`src/rtl/stc_pkg.sv`:
```
// Shared types and codes for the sorted table engine.
// No dependencies; every other file in rtl/ imports this package.
package stc_pkg;

    localparam int unsigned DEPTH_DEF       = 16;
    localparam int unsigned VALUE_WIDTH_DEF = 32;

    localparam int unsigned ACTION_W    = 2;
    localparam int unsigned POS_W       = 4;
    localparam int unsigned STATUS_W    = 3;
    localparam int unsigned INDEX_W     = 4;
    localparam int unsigned OCCUPANCY_W = 5;

    localparam logic [ACTION_W-1:0] ACT_INSERT  = 2'd0;
    localparam logic [ACTION_W-1:0] ACT_DEL_POS = 2'd1;
    localparam logic [ACTION_W-1:0] ACT_SEARCH  = 2'd2;
    localparam logic [ACTION_W-1:0] ACT_DEL_KEY = 2'd3;

    localparam logic [STATUS_W-1:0] ST_OK       = 3'd0;
    localparam logic [STATUS_W-1:0] ST_EMPTY    = 3'd1;
    localparam logic [STATUS_W-1:0] ST_BADPOS   = 3'd2;
    localparam logic [STATUS_W-1:0] ST_NOTFOUND = 3'd3;
    localparam logic [STATUS_W-1:0] ST_FULL     = 3'd4;

    // Command broadcast to every cell in the update cycle
    typedef struct packed {
        logic                commit;
        logic [ACTION_W-1:0] action;
        logic [POS_W-1:0]    pos;
    } cell_cmd_t;

endpackage

```
`src/rtl/stc_cell.sv`:
```
// One slot of the sorted table: holds an entry, compares it to the key, shifts.
// Depends on stc_pkg.
module stc_cell
    import stc_pkg::*;
#(
    parameter int unsigned VALUE_WIDTH = VALUE_WIDTH_DEF,
    parameter int unsigned IDX         = 0
)
(
    input  logic                          clk,
    input  logic                          rst_n,
    input  logic                          sample,
    input  logic                          occupied,
    input  logic signed [VALUE_WIDTH-1:0] cmp_key,
    input  logic signed [VALUE_WIDTH-1:0] load_key,
    input  cell_cmd_t                     cmd,
    input  logic                          lt_left,
    input  logic signed [VALUE_WIDTH-1:0] left_data,
    input  logic signed [VALUE_WIDTH-1:0] right_data,
    output logic signed [VALUE_WIDTH-1:0] data,
    output logic                          lt,
    output logic                          edge_hit,
    output logic                          eq_hit
);

    logic signed [VALUE_WIDTH-1:0] data_reg;
    logic signed [VALUE_WIDTH-1:0] data_next;
    logic                          lt_reg;
    logic                          eq_reg;
    logic                          at_edge;
    logic                          at_or_past_pos;

    // First slot that does not hold a smaller value
    assign at_edge        = !lt_reg && ((IDX == 0) || lt_left);
    assign at_or_past_pos = int'(IDX) >= int'(cmd.pos);

    always_comb
    begin
        data_next = data_reg;
        if (cmd.commit)
        begin
            unique case (cmd.action)
                ACT_INSERT:
                begin
                    if (at_edge)
                    begin
                        data_next = load_key;
                    end
                    else if (!lt_reg)
                    begin
                        data_next = left_data;
                    end
                end
                ACT_DEL_POS:
                begin
                    if (at_or_past_pos)
                    begin
                        data_next = right_data;
                    end
                end
                ACT_DEL_KEY:
                begin
                    if (!lt_reg)
                    begin
                        data_next = right_data;
                    end
                end
                default:
                begin
                    data_next = data_reg;
                end
            endcase
        end
    end

    always_ff @(posedge clk)
    begin
        data_reg <= data_next;
    end

    always_ff @(posedge clk or negedge rst_n)
    begin
        if (!rst_n)
        begin
            lt_reg <= 1'b0;
            eq_reg <= 1'b0;
        end
        else if (sample)
        begin
            lt_reg <= occupied && (data_reg < cmp_key);
            eq_reg <= occupied && (data_reg == cmp_key);
        end
    end

    assign data     = data_reg;
    assign lt       = lt_reg;
    assign edge_hit = at_edge;
    assign eq_hit   = eq_reg;

endmodule

```
`src/rtl/stc_encoder.sv`:
```
// Turns the one-hot edge marker of the cell row into an index and a match flag.
// Depends on stc_pkg.
module stc_encoder
    import stc_pkg::*;
#(
    parameter int unsigned DEPTH = DEPTH_DEF
)
(
    input  logic [DEPTH-1:0]         edge_hit,
    input  logic [DEPTH-1:0]         eq_hit,
    output logic [$clog2(DEPTH)-1:0] idx,
    output logic                     found
);

    localparam int unsigned IW = $clog2(DEPTH);

    always_comb
    begin
        idx   = '0;
        found = 1'b0;
        for (int i = 0; i < int'(DEPTH); i++)
        begin
            if (edge_hit[i])
            begin
                idx = idx | IW'(i);
            end
            found = found | (edge_hit[i] & eq_hit[i]);
        end
    end

endmodule

```
`src/rtl/sorted_table_engine.sv`:
```
// Sorted table engine: keeps up to DEPTH signed values in ascending order in a
// row of cells and serves insert, delete by position, search and delete by key.
// Depends on stc_pkg, stc_cell and stc_encoder.
//
// Each request beat gets exactly one result beat: status, index and occupancy
// after the request. In the cycle a request is accepted every cell compares
// its entry with the key and registers the flags; then, in the update cycle,
// the edge index is encoded, the status is decided and each cell keeps, loads
// the key, or takes its left or right neighbor's entry. A new request is not
// taken until the one in flight has been updated. The result sits in an output
// register, so the next request is taken while a result waits; the update
// cycle holds only while that register is still full and not being read.
// Equal values insert in front of existing equal ones; search and delete by
// key act on the first equal entry. Entries are not cleared at reset; the
// fill count is, and no slot at or beyond it ever affects a result.
module sorted_table_engine
    import stc_pkg::*;
#(
    parameter int unsigned DEPTH       = DEPTH_DEF,
    parameter int unsigned VALUE_WIDTH = VALUE_WIDTH_DEF,
    parameter int unsigned IN_W        = ((ACTION_W + VALUE_WIDTH + POS_W + 7) / 8) * 8,
    parameter int unsigned OUT_W       = ((STATUS_W + INDEX_W + OCCUPANCY_W + 7) / 8) * 8
)
(
    input  logic             clk,
    input  logic             rst_n,
    input  logic             s_axis_tvalid,
    output logic             s_axis_tready,
    // action, value (VALUE_WIDTH bits), position; zero padding above
    input  logic [IN_W-1:0]  s_axis_tdata,
    output logic             m_axis_tvalid,
    input  logic             m_axis_tready,
    // status, index, occupancy; zero padding above
    output logic [OUT_W-1:0] m_axis_tdata
);

    localparam int unsigned IW = $clog2(DEPTH);
    localparam int unsigned CW = $clog2(DEPTH + 1);

    localparam logic ST_IDLE = 1'b0;
    localparam logic ST_BUSY = 1'b1;

    logic state_reg;
    logic state_next;

    logic [ACTION_W-1:0]           action_reg;
    logic [POS_W-1:0]              pos_reg;
    logic signed [VALUE_WIDTH-1:0] key_reg;

    logic [CW-1:0] fill_reg;
    logic [CW-1:0] fill_next;

    logic                     out_valid_reg;
    logic                     out_valid_next;
    logic [STATUS_W-1:0]      out_status_reg;
    logic [INDEX_W-1:0]       out_index_reg;
    logic [OCCUPANCY_W-1:0]   out_occ_reg;

    logic [ACTION_W-1:0]           in_action;
    logic signed [VALUE_WIDTH-1:0] in_value;
    logic [POS_W-1:0]              in_pos;

    logic accept;
    logic update;

    logic signed [VALUE_WIDTH-1:0] cell_data [DEPTH];
    logic [DEPTH-1:0]              cell_lt;
    logic [DEPTH-1:0]              cell_edge;
    logic [DEPTH-1:0]              cell_eq;
    logic [DEPTH-1:0]              cell_occ;

    logic [IW-1:0]       edge_idx;
    logic                key_found;
    logic [STATUS_W-1:0] status;
    logic [IW-1:0]       res_idx;
    logic                change;
    cell_cmd_t           cmd;

    logic [IW+INDEX_W-1:0]     idx_ext;
    logic [CW+OCCUPANCY_W-1:0] occ_ext;

    // Unpack the request beat
    assign in_action = s_axis_tdata[ACTION_W-1:0];
    assign in_value  = s_axis_tdata[ACTION_W +: VALUE_WIDTH];
    assign in_pos    = s_axis_tdata[ACTION_W + VALUE_WIDTH +: POS_W];

    // Take a request whenever no request is in flight
    assign s_axis_tready = (state_reg == ST_IDLE);
    assign accept        = s_axis_tvalid && s_axis_tready;
    // Advance the in-flight request only when the result slot is free
    assign update        = (state_reg == ST_BUSY) && (!out_valid_reg || m_axis_tready);

    genvar g;
    generate
        for (g = 0; g < int'(DEPTH); g++)
        begin : g_cell
            logic signed [VALUE_WIDTH-1:0] left_d;
            logic signed [VALUE_WIDTH-1:0] right_d;
            logic                          left_lt;

            assign cell_occ[g] = int'(fill_reg) > g;

            if (g == 0)
            begin : g_first
                assign left_d  = cell_data[0];
                assign left_lt = 1'b0;
            end
            else
            begin : g_inner
                assign left_d  = cell_data[g-1];
                assign left_lt = cell_lt[g-1];
            end

            if (g == int'(DEPTH) - 1)
            begin : g_last
                assign right_d = cell_data[g];
            end
            else
            begin : g_mid
                assign right_d = cell_data[g+1];
            end

            stc_cell #(
                .VALUE_WIDTH (VALUE_WIDTH),
                .IDX         (g)
            ) u_cell (
                .clk        (clk),
                .rst_n      (rst_n),
                .sample     (accept),
                .occupied   (cell_occ[g]),
                .cmp_key    (in_value),
                .load_key   (key_reg),
                .cmd        (cmd),
                .lt_left    (left_lt),
                .left_data  (left_d),
                .right_data (right_d),
                .data       (cell_data[g]),
                .lt         (cell_lt[g]),
                .edge_hit   (cell_edge[g]),
                .eq_hit     (cell_eq[g])
            );
        end
    endgenerate

    stc_encoder #(
        .DEPTH (DEPTH)
    ) u_encoder (
        .edge_hit (cell_edge),
        .eq_hit   (cell_eq),
        .idx      (edge_idx),
        .found    (key_found)
    );

    // Decide status, result index and whether the table changes
    always_comb
    begin
        status  = ST_OK;
        res_idx = '0;
        change  = 1'b0;
        unique case (action_reg)
            ACT_INSERT:
            begin
                if (int'(fill_reg) >= int'(DEPTH))
                begin
                    status = ST_FULL;
                end
                else
                begin
                    res_idx = edge_idx;
                    change  = 1'b1;
                end
            end
            ACT_DEL_POS:
            begin
                if (fill_reg == '0)
                begin
                    status = ST_EMPTY;
                end
                else if (int'(pos_reg) >= int'(fill_reg))
                begin
                    status = ST_BADPOS;
                end
                else
                begin
                    res_idx = IW'(int'(pos_reg));
                    change  = 1'b1;
                end
            end
            ACT_SEARCH, ACT_DEL_KEY:
            begin
                if (fill_reg == '0)
                begin
                    status = ST_EMPTY;
                end
                else if (!key_found)
                begin
                    status = ST_NOTFOUND;
                end
                else
                begin
                    res_idx = edge_idx;
                    change  = (action_reg == ACT_DEL_KEY);
                end
            end
            default:
            begin
                status = ST_OK;
            end
        endcase
    end

    assign cmd.commit = update && change;
    assign cmd.action = action_reg;
    assign cmd.pos    = pos_reg;

    always_comb
    begin
        fill_next = fill_reg;
        if (cmd.commit)
        begin
            if (action_reg == ACT_INSERT)
            begin
                fill_next = fill_reg + 1'b1;
            end
            else
            begin
                fill_next = fill_reg - 1'b1;
            end
        end
    end

    assign idx_ext = {{INDEX_W{1'b0}}, res_idx};
    assign occ_ext = {{OCCUPANCY_W{1'b0}}, fill_next};

    always_comb
    begin
        state_next = state_reg;
        unique case (state_reg)
            ST_IDLE:
            begin
                if (accept)
                begin
                    state_next = ST_BUSY;
                end
            end
            ST_BUSY:
            begin
                if (update)
                begin
                    state_next = ST_IDLE;
                end
            end
            default:
            begin
                state_next = ST_IDLE;
            end
        endcase
    end

    always_comb
    begin
        out_valid_next = out_valid_reg;
        if (update)
        begin
            out_valid_next = 1'b1;
        end
        else if (m_axis_tready)
        begin
            out_valid_next = 1'b0;
        end
    end

    always_ff @(posedge clk or negedge rst_n)
    begin
        if (!rst_n)
        begin
            state_reg     <= ST_IDLE;
            fill_reg      <= '0;
            out_valid_reg <= 1'b0;
        end
        else
        begin
            state_reg     <= state_next;
            fill_reg      <= fill_next;
            out_valid_reg <= out_valid_next;
        end
    end

    // Hold the request operands for the update cycle
    always_ff @(posedge clk)
    begin
        if (accept)
        begin
            action_reg <= in_action;
            pos_reg    <= in_pos;
            key_reg    <= in_value;
        end
    end

    always_ff @(posedge clk)
    begin
        if (update)
        begin
            out_status_reg <= status;
            out_index_reg  <= (status == ST_OK) ? idx_ext[INDEX_W-1:0] : '0;
            out_occ_reg    <= occ_ext[OCCUPANCY_W-1:0];
        end
    end

    assign m_axis_tvalid = out_valid_reg;
    assign m_axis_tdata  = {{(OUT_W - STATUS_W - INDEX_W - OCCUPANCY_W){1'b0}},
                            out_occ_reg, out_index_reg, out_status_reg};

endmodule

```
`config.mk`:
```
export PLATFORM = sky130hd
export DESIGN_NAME = sorted_table_engine
export DESIGN_NICKNAME = d
export VERILOG_FILES = /design/src/rtl/stc_pkg.sv /design/src/rtl/stc_cell.sv /design/src/rtl/stc_encoder.sv /design/src/rtl/sorted_table_engine.sv
export SDC_FILE = /design/constraint.sdc
export NUM_CORES = 2
export LEC_CHECK = 0
export BUFFER_PORTS_ARGS = -buffer_cell sky130_fd_sc_hd__buf_2
export CAP_MARGIN = 20
export CORE_UTILIZATION = 60
export CTS_BUF_LIST = sky130_fd_sc_hd__clkbuf_2 sky130_fd_sc_hd__clkbuf_4 sky130_fd_sc_hd__clkbuf_8
export DETAILED_ROUTE_END_ITERATION = 10
export PLACE_DENSITY = 0.74
export RECOVER_POWER = 100
export SLEW_MARGIN = 20
export SYNTH_ARGS = -nofsm -noshare
export SYNTH_HDL_FRONTEND = slang
export SYNTH_SLANG_ARGS = --single-unit
```
`constraint.sdc`:
```
create_clock -name clk -period 10.75 [get_ports clk]
set_clock_uncertainty 0.1 [all_clocks]
set_input_delay 0.5375 -clock clk [delete_from_list [all_inputs] [get_ports clk]]
set_output_delay 0.5375 -clock clk [all_outputs]
set_load 0.005 [all_outputs]
```
==> flow_summary.json <==
{
  "outcome": "finished, violations left",
  "violations": "capacitance limit, slew limit",
  "fmax_ghz": 0.1348,
  "cts-root-buf": "clkbuf_8",
  "cp_cell_sequence": "buf_12, nand2b_1, a21oi_1, o21ai_0, clkbuf_1, a211oi_1, clkbuf_1",
  "rr_worst_depth": 7,
  "ant_nets": 0,
  "hold_depth": 2,
  "power.density_nw_per_um2": 188.1,
  "crit_path_end_kind": "flop",
  "port-buffer-count": 55,
  "synth_top_cell_area_share": 0.4163,
  "holdCritPathClass": "reg2reg",
  "fin_crit_sh": 0.6903,
  "crit_top_cell": "clkbuf_1",
  "dpl.hpwl_mm": 79.11,
  "synth_cell_types": 68,
  "synth_seq_area_share": 0.4404,
  "finalSetupTns_ns": 0,
  "ctsLongestPathBuffers": 3,
  "wl_per_cell_um": 21.67,
  "critPathTopFamily": "compound AO/OA/AOI/OAI gates",
  "syn-cell-area_um2": 40540,
  "numCtsBuffers": 107,
  "die_height_um": 261.9,
  "rsz0062_at_grt": "false",
  "slowest_delay_ns": 2.01,
  "vias": 30460,
  "hold_violations": 0,
  "peakVddDrop_v": 0.0001336,
  "final.min_clock_period_ns": 7.421,
  "largest_register_ffs": 512,
  "synthTopCellsByArea": "edfxtp_1 (42%), ha_1 (16%), mux2i_1 (11%)",
  "cts_tree": "done",
  "crit_path_max_fanout": 233,
  "synth_edf_count": 562,
  "startpoint": "action_reg[0]",
  "yosysTopAreaCell": "edfxtp_1",
  "start_util": 0.6111,
  "dpl.cell_count": 4602,
  "final_util": 0.6595,
  "clock_sinks": 601,
  "drc": 0,
  "synth_seq_cells": 601,
  "io_pins": 62,
  "placementRows": 94,
  "max_slew_margin": -2.117,
  "cp.required_ns": 10.99,
  "fin_cells": 4840,
  "power.total_mw": 8.229,
  "critical_path.startpoint_type": "flop",
  "drive_gt1_frac": 0.06792,
  "worst_pin_slew_ns": 4.675,
  "place_congestion": 0.9538,
  "antenna_found_initial": 2,
  "core_um2": 66330,
  "ys.flop_type": "edfxtp_1",
  "grt_pass1_vias": 29560,
  "layout_commonest_cell": "nand2_1",
  "drv_cap": 26,
  "synth.avg_cell_area_um2": 10.46,
  "reg2reg_from": "action_reg[0]",
  "routed_wl_mm": 104.9,
  "leakage_nw": 19.00,
  "clock_latency_ns": 0.73,
  "drv_slew": 1139,
  "syn_to_final_growth_pct": 7.914,
  "crit_buf_inv": 3,
  "async_flop_share": 0.06489,
  "drt-pass1-iter-count": 6,
  "drtIter0Drc": 2941,
  "setup_violations": 0,
  "overflow": 0,
  "cts_resized": 0,
  "timing.hold.ws_ns": 0.3763,
  "cp.depth": 7,
  "cpMaxStageDelayCell": "a211oi_1",
  "hp-start": "g_cell[6].u_cell.eq_hit",
  "clk_pin_slew_ns": 0.06,
  "die_area_um2": 68600,
  "die_width_um": 261.9,
  "syn-instance-count": 3875,
  "yosys_warnings": 0,
  "htree_levels": 3,
  "num-fill-cells": 5273,
  "arrival_ns": 7.67,
  "crit_type": "reg2reg",
  "grt_max_degree": 261,
  "nets": 4453,
  "grt_util_all_layers": 0.3071,
  "vias_per_cell": 6.293,
  "layout_common_cells": "nand2_1 (620), edfxtp_1 (562), ha_1 (521), o21ai_0 (514), mux2i_1 (449)",
  "grt_pass1_wl_mm": 164.3
}
-- report_power, final --
group | switching, mW | total (mW) | internal [mW]
clock network | 0.996 | 2.14 | 1.15
logic | 1.57 | 2.68 | 1.11
registers | 0.368 | 3.41 | 3.04
-- area by class of cell --
| cell class | instances | area (um2) | area share |
|---|---|---|---|
| flip-flops and latches | 601 | 17850 | 0.4081 |
| well taps | 864 | 1081 | 0.02471 |
| clock inverters | 40 | 186.4 | 0.004262 |
| diodes | 1 | 2.502 | 0.00005720 |
| inverters | 87 | 326.6 | 0.007465 |
| repair buffers | 120 | 788.3 | 0.01802 |
| multi-input cells | 2971 | 21580 | 0.4933 |
| clock buffers | 156 | 1928 | 0.04408 |
-- cell families after synthesis --
group           synth area share
simple gates              0.1099
buf+inv                  0.02908
compound gates            0.1298
other cells           0.00009251
flops                     0.4404
mux                       0.1289
fa+ha+maj                 0.1608
xor+xnor                0.001081
-- worst paths after layout --
check                                             to  slack [ns]
max                        g_cell[12].u_cell.data[7]        3.33
min                          g_cell[6].u_cell.eq_hit        0.38
max reg2reg                g_cell[12].u_cell.data[7]        3.33
min reg2reg                  g_cell[6].u_cell.eq_hit        0.38
max in group asynchronous                fill_reg[4]        8.03
min in group asynchronous    g_cell[0].u_cell.eq_hit        1.04
-- worst reg2reg max path, cell delays in order, from the launching register on --
cell	delay, ns
edfxtp_1	1.02
buf_12	0.69
nand2b_1	0.65
a21oi_1	0.85
o21ai_0	0.39
clkbuf_1	0.57
a211oi_1	2.01
clkbuf_1	0.75
-- per-layer routing --
layer	share of wire	vias up	track usage
li1	-	14680	-
met1	0.46	14510	0.4380
met2	0.44	1095	0.4748
met3	0.074	170	0.05035
met4	0.029	2	0.1060
met5	0.00010	-	0
-- repair_timing --
| item | in CTS | in global routing |
|---|---|---|
| setup buffers | 0 | 0 |
| hold buffers | 40 | 0 |
| hold endpoints to repair | 78 | 0 |
-- synthesized netlist by cell type, types with 4 or more instances --
cell       instances
nand2_1          622
edfxtp_1         562
ha_1             521
o21ai_0          512
mux2i_1          449
a21oi_1          229
clkbuf_1         179
nand4_1           99
inv_1             86
nor2_1            83
mux2_2            65
nand3_1           63
dfrtp_1           39
a21o_1            31
buf_1             31
nor4_1            28
a221o_1           19
nand2b_1          18
o211ai_1          18
a221oi_1          15
nor3_1            15
a211oi_1          14
nand3b_1          13
a22o_1            11
a22oi_1           11
nor2b_1           10
and2_0             9
or4_1              9
a32oi_1            8
o31ai_1            7
or3_1              7
a2111oi_0          6
a31oi_1            6
and4_1             6
o22a_1             6
a211o_1            5
buf_4              5
nor3b_1            5
o41ai_1            5
and2_1             4
and3_1             4
-- through the flow --
step	cell area (um2)	setup slack (ns)
CTS	43950	5.738
global route	43740	2.943
floorplan	40550	5.616
detailed placement	41440	5.761
finish	43740	3.329
global placement	41440	5.807
(Power assumes the default switching activity.)
